**src/hw/rtl/dssf_pkg.sv**
```systemverilog
// shared types and constants for the decimal seven-segment frame encoder
// segment table, digit-step result struct, widths; no dependencies
`default_nettype none

package dssf_pkg;

    localparam int unsigned VAL_W = 14;
    localparam int unsigned SEG_W = 8;
    localparam int unsigned EN_W  = 4;
    localparam int unsigned POS_W = 2;

    localparam logic [3:0] ERR_INDEX = 4'd10;

    // reciprocal of ten in 16-bit fixed point, exact for values below 10000
    localparam logic [12:0] RECIP_TEN = 13'd6554;

    typedef logic [SEG_W-1:0] t_seg;
    typedef logic [VAL_W-1:0] t_val;

    localparam t_seg SEG_TABLE [11] = '{
        8'h02, 8'h9E, 8'h24, 8'h0C, 8'h98,
        8'h48, 8'h40, 8'h1E, 8'h00, 8'h18,
        8'h60
    };

    typedef struct packed {
        t_val quot;
        t_seg shift_byte;
    } t_dig_res;

    function automatic int unsigned pow10(input int unsigned n);
        int unsigned p;
        p = 1;
        for (int unsigned k = 0; k < n; k++) begin
            p = p * 10;
        end
        return p;
    endfunction

endpackage

`default_nettype wire

```
**src/hw/rtl/dssf_digit.sv**
```systemverilog
// one digit step: splits the low decimal digit off a value and looks up its pattern
// depends on dssf_pkg; with i_err set it looks up the error pattern instead
`default_nettype none

module dssf_digit (
    input  wire dssf_pkg::t_val     i_val,
    input  wire                     i_err,
    output dssf_pkg::t_dig_res      o_res
);
    import dssf_pkg::*;

    logic [VAL_W+12:0] w_prod;
    t_val              w_quot;
    t_val              w_rem;
    logic [3:0]        w_digit;
    logic [3:0]        w_sym;

    always_comb begin
        w_prod  = {13'd0, i_val} * {14'd0, RECIP_TEN};
        w_quot  = VAL_W'(w_prod >> 16);
        w_rem   = i_val - (w_quot << 3) - (w_quot << 1);
        w_digit = w_rem[3:0];
        w_sym   = i_err ? ERR_INDEX : w_digit;
        o_res.quot       = w_quot;
        o_res.shift_byte = ~SEG_TABLE[w_sym];
    end

endmodule

`default_nettype wire

```
**src/hw/rtl/decimal_seven_segment_frame_encoder_core.sv**
```systemverilog
// the start word is registered into the sequencer, and each frame is registered from it into the output stage
// throughput: DIGITS frames per value (DIGITS clamped to 1..4), one per cycle; an overflow value gives one frame
// the next start word is taken in the cycle that produces the final frame
// reset: synchronous active low, clears the sequencer and the strobe
// depends on dssf_pkg and dssf_digit
`default_nettype none

module decimal_seven_segment_frame_encoder_core #(
    parameter int DIGITS = 4
) (
    input  wire                      i_clk,
    input  wire                      i_rst_n,
    input  wire                      i_start,
    output logic                     o_busy,
    input  wire  [15:0]              i_value,
    output logic                     o_valid,
    output logic [dssf_pkg::SEG_W-1:0] o_shift_byte,
    output logic [dssf_pkg::EN_W-1:0]  o_digit_enable,
    output logic                     o_is_error,
    output logic                     o_last
);
    import dssf_pkg::*;

    localparam int unsigned DigN    = (DIGITS < 1) ? 1 : ((DIGITS > 4) ? 4 : DIGITS);
    localparam logic [16:0] Limit   = 17'(pow10(DigN));
    localparam logic [POS_W-1:0] LastPos = POS_W'(DigN - 1);

    logic             r_active, n_active;
    logic             r_err, n_err;
    logic [POS_W-1:0] r_pos, n_pos;
    t_val             r_val, n_val;
    logic             r_valid;
    t_seg             r_shift;
    logic [EN_W-1:0]  r_en;
    logic             r_is_err;
    logic             r_last;

    logic             w_accept;
    logic             w_fin;
    t_dig_res         w_dig;

    dssf_digit u_digit (
        .i_val (r_val),
        .i_err (r_err),
        .o_res (w_dig)
    );

    assign w_fin    = r_active && (r_err || (r_pos == LastPos));
    assign o_busy   = r_active && !w_fin;
    assign w_accept = i_start && !o_busy;

    always_comb begin
        n_active = r_active;
        n_err    = r_err;
        n_pos    = r_pos;
        n_val    = r_val;
        if (w_accept) begin
            n_active = 1'b1;
            n_err    = ({1'b0, i_value} >= Limit);
            n_pos    = '0;
            n_val    = i_value[VAL_W-1:0];
        end else if (w_fin) begin
            n_active = 1'b0;
        end else if (r_active) begin
            n_pos = r_pos + 1'b1;
            n_val = w_dig.quot;
        end
    end

    always_ff @(posedge i_clk) begin
        if (!i_rst_n) begin
            r_active <= 1'b0;
            r_err    <= 1'b0;
            r_pos    <= '0;
            r_valid  <= 1'b0;
        end else begin
            r_active <= n_active;
            r_err    <= n_err;
            r_pos    <= n_pos;
            r_valid  <= r_active;
        end
    end

    always_ff @(posedge i_clk) begin
        r_val    <= n_val;
        r_shift  <= w_dig.shift_byte;
        r_en     <= r_err ? EN_W'(1) : (EN_W'(1) << r_pos);
        r_is_err <= r_err;
        r_last   <= w_fin;
    end

    assign o_valid        = r_valid;
    assign o_shift_byte   = r_shift;
    assign o_digit_enable = r_en;
    assign o_is_error     = r_is_err;
    assign o_last         = r_last;

endmodule

`default_nettype wire

```
**config.mk**
```make
export PLATFORM = sky130hd
export DESIGN_NAME = decimal_seven_segment_frame_encoder_core
export DESIGN_NICKNAME = d
export VERILOG_FILES = /design/src/hw/rtl/dssf_pkg.sv /design/src/hw/rtl/dssf_digit.sv /design/src/hw/rtl/decimal_seven_segment_frame_encoder_core.sv
export SDC_FILE = /design/constraint.sdc
export NUM_CORES = 1
export LEC_CHECK = 0
export ABC_AREA = 1
export BUFFER_PORTS_ARGS = -buffer_cell sky130_fd_sc_hd__clkbuf_2
export CAP_MARGIN = 0
export CORE_MARGIN = 1.5
export CORE_UTILIZATION = 43
export CTS_BUF_LIST = sky130_fd_sc_hd__clkbuf_8
export CTS_CLUSTER_SIZE = 30
export DETAILED_ROUTE_END_ITERATION = 6
export GPL_TIMING_DRIVEN = 0
export SLEW_MARGIN = 20
export SYNTH_ARGS = -nofsm -noshare
export SYNTH_HDL_FRONTEND = slang
export SYNTH_HIERARCHICAL = 1
export SYNTH_SLANG_ARGS = --single-unit
```
**constraint.sdc**
```tcl
create_clock -name i_clk -period 6.49 [get_ports i_clk]
set_input_delay 0.9735 -clock i_clk [delete_from_list [all_inputs] [get_ports i_clk]]
set_output_delay 0.9735 -clock i_clk [all_outputs]
set_load 0.01 [all_outputs]
```
==> metrics.yaml <==
outcome: "complete, no violations"
post_cts_buffers: 0
clk-insertion-delay-late_ns: 0.28
cts_tree: "done"
syn_area_um2: 5030
post-dp-hpwl_mm: 9.14
layout.nets: 818
maxCapViolCount: 0
hold_viol: 0
cts_resized: 0
final.setup.tns_ns: 0
worstPathArrival_ns: 6.12
hold_buffers: 0
antenna_found_initial: 0
dr.pass1.iters: 4
synthCells: 603
fmax_mhz: 168
die_x_um: 111
ant_nets: 0
setup_slack_ns: 0.550
drive_above_1_share_pct: 12.4
fillers: 1180
hp-class: "reg2reg"
crit_fanout: 6
crit_path_start_kind: "flip-flop"
grt_pass1_wl_mm: 17.9
ys_dominant_reg_cell: "dfxtp_1"
cts_sinks: 33
die_y_um: 111
core.rowCount: 39
rsz0062_at_grt: "no"
synth-edff-count: 14
worst-slew-pin-transition_ns: 0.551
insertedDiodeCount: 0
route.detailed.wl_per_inst_um: 12.9
holdWs_ns: 0.490
overflow: 0
vias_per_cell: 4.75
grtUsageTotal_pct: 17.9
fin_crit_sh_pct: 91.5
layout_common_cells: "inv_1, nand2_1, ha_1"
grt_max_degree: 15
cpMaxStageDelayCell: "edfxtp_1"
drt_iter0_drc: 121
period_minus_slack_ns: 5.94
syn_avg_cell_area_um2: 8.34
post-route-drc-count: 0
yosysWarnings: 6
ys_types: 39
grt_pass1_vias: 3912
slew_headroom_pct: 63.2
design.portCount: 35
synth_seq_area_share_pct: 15.9
totalWireLength_mm: 10.2
portBuffers: 34
cts-root-buf: "clkbuf_8"
dp_slack_ns: 0.544
rr_worst_depth: 23
synthToLayoutAreaGrowth_pct: 8.68
synth_seq_cells: 33
cts_buffer_depth: 2
path_common_cell: "inv_1"
crit_chain: "ha_1 -> inv_1 -> fa_1 -> inv_1 -> fa_1 -> fa_1 -> inv_1 -> fa_1 -> inv_1 -> ha_1 -> a21oi_1 -> o21ai_0 -> o21bai_1 -> a21oi_1 -> xnor2_1 -> ha_1 -> or2_2 -> nand3_1 -> inv_1 -> nand2_1 -> o21ai_0 -> nand4_1 -> nand2_1"
hold-path-cell-count: 2
path_class: "reg2reg"
core_um2: 11400
setup_viol: 0
drv_slew: 0
start_util_pct: 44.0
endpoint_kind: "flip-flop"
async_reset_ff_share_pct: 0
cts_made_buffers: 5
h-tree-depth: 2
final_common_cell: "inv_1"
dieArea_um2: 12400
path_clk_slew_ns: 0.06
vias: 3749
gp_congestion: 0.883
clock_skew_ns: 0.00463
ff_latch_area_um2: 801
multiInputGateArea_um2: 3590
cpPeakStageDelay_ns: 0.56
crit_required_ns: 6.67
-- cells in the mapped netlist (6+ instances only) --
cell      count  share of area [%]
a21oi_1      19                1.9
dfxtp_1      19                7.6
edfxtp_1     14                8.4
fa_1         47                 19
ha_1        106                 26
inv_1       152                 11
nand2_1     112                8.4
nand2_2       8                1.0
nand3_1      24                2.4
nand4_1       7               0.87
nor2_1       14                1.0
nor3_1        6               0.60
o21ai_0      12                1.2
xor2_1       10                1.7
-- worst paths after layout --
path                                from         endpoint  slack [ns]
worst min-delay path            r_active          o_valid        0.49
worst max-delay path            r_val[3]  o_shift_byte[3]        0.55
worst min register to register  r_active          o_valid        0.49
worst max register to register  r_val[3]  o_shift_byte[3]        0.55
-- flip-flops by register name, summed over array words and instances (netlist names) --
signal	cells
r_val	14
r_err	1
o_shift_byte	8
o_is_error	1
r_active	1
r_pos	2
o_last	1
o_digit_enable	4
o_valid	1
-- cell type report --
| class | instances | area share, % |
|---|---|---|
| Multi-Input combinational cell | 408 | 65.7 |
| Sequential cell | 33 | 14.6 |
| Inverter | 157 | 10.8 |
| Tap cell | 143 | 3.27 |
| Timing Repair Buffer | 34 | 3.11 |
| Clock buffer | 5 | 1.26 |
| Buffer | 7 | 0.984 |
| Clock inverter | 3 | 0.206 |
-- layer usage --
metal	part of all wire (%)	track usage [%]	vias up	wire length, um
met2	50	32.1	55	5060
met3	2.7	1.09	9	276
met1	46	23.2	1735	4680
li1	-	-	1950	-
met5	0	0	-	0
met4	1.5	5.49	0	152
-- kinds of logic (layout without fill, tap and decap cells) --
logic type | Yosys count | in the layout | synth area share (%)
adders and majority gates | 153 | 153 | 45.1
other | 2 | 4 | 0.149
buffers and inverters | 164 | 206 | 12.8
DFF | 33 | 33 | 15.9
and+or+nand+nor | 193 | 193 | 18.5
xor gates and xnor gates | 14 | 14 | 2.44
AOI/OAI and AO/OA | 44 | 44 | 5.10
-- worst max-delay path, delay by kind of cell (launching register included) --
family,cells,cell delay (ns)
flops,1,0.56
compound gates,5,0.84
buf+inv,5,0.34
fa+ha+maj,7,3.16
xor+xnor,1,0.21
simple gates,5,0.69
-- per-stage QoR --
step | instance area [um^2] | utilization [%] | instances
2_1_floorplan | 5040 | - | 605
3_3_place_gp | 5390 | 47.2 | 782
3_5_place_dp | 5390 | 47.2 | 782
4_1_cts | 5470 | 47.9 | 790
5_1_grt | 5470 | 47.9 | 790
6_report | 5470 | 47.9 | 790
Power is left out: the tool's default activity adds up to more than one toggle a clock period on the data nets, which glitch-free logic cannot reach.
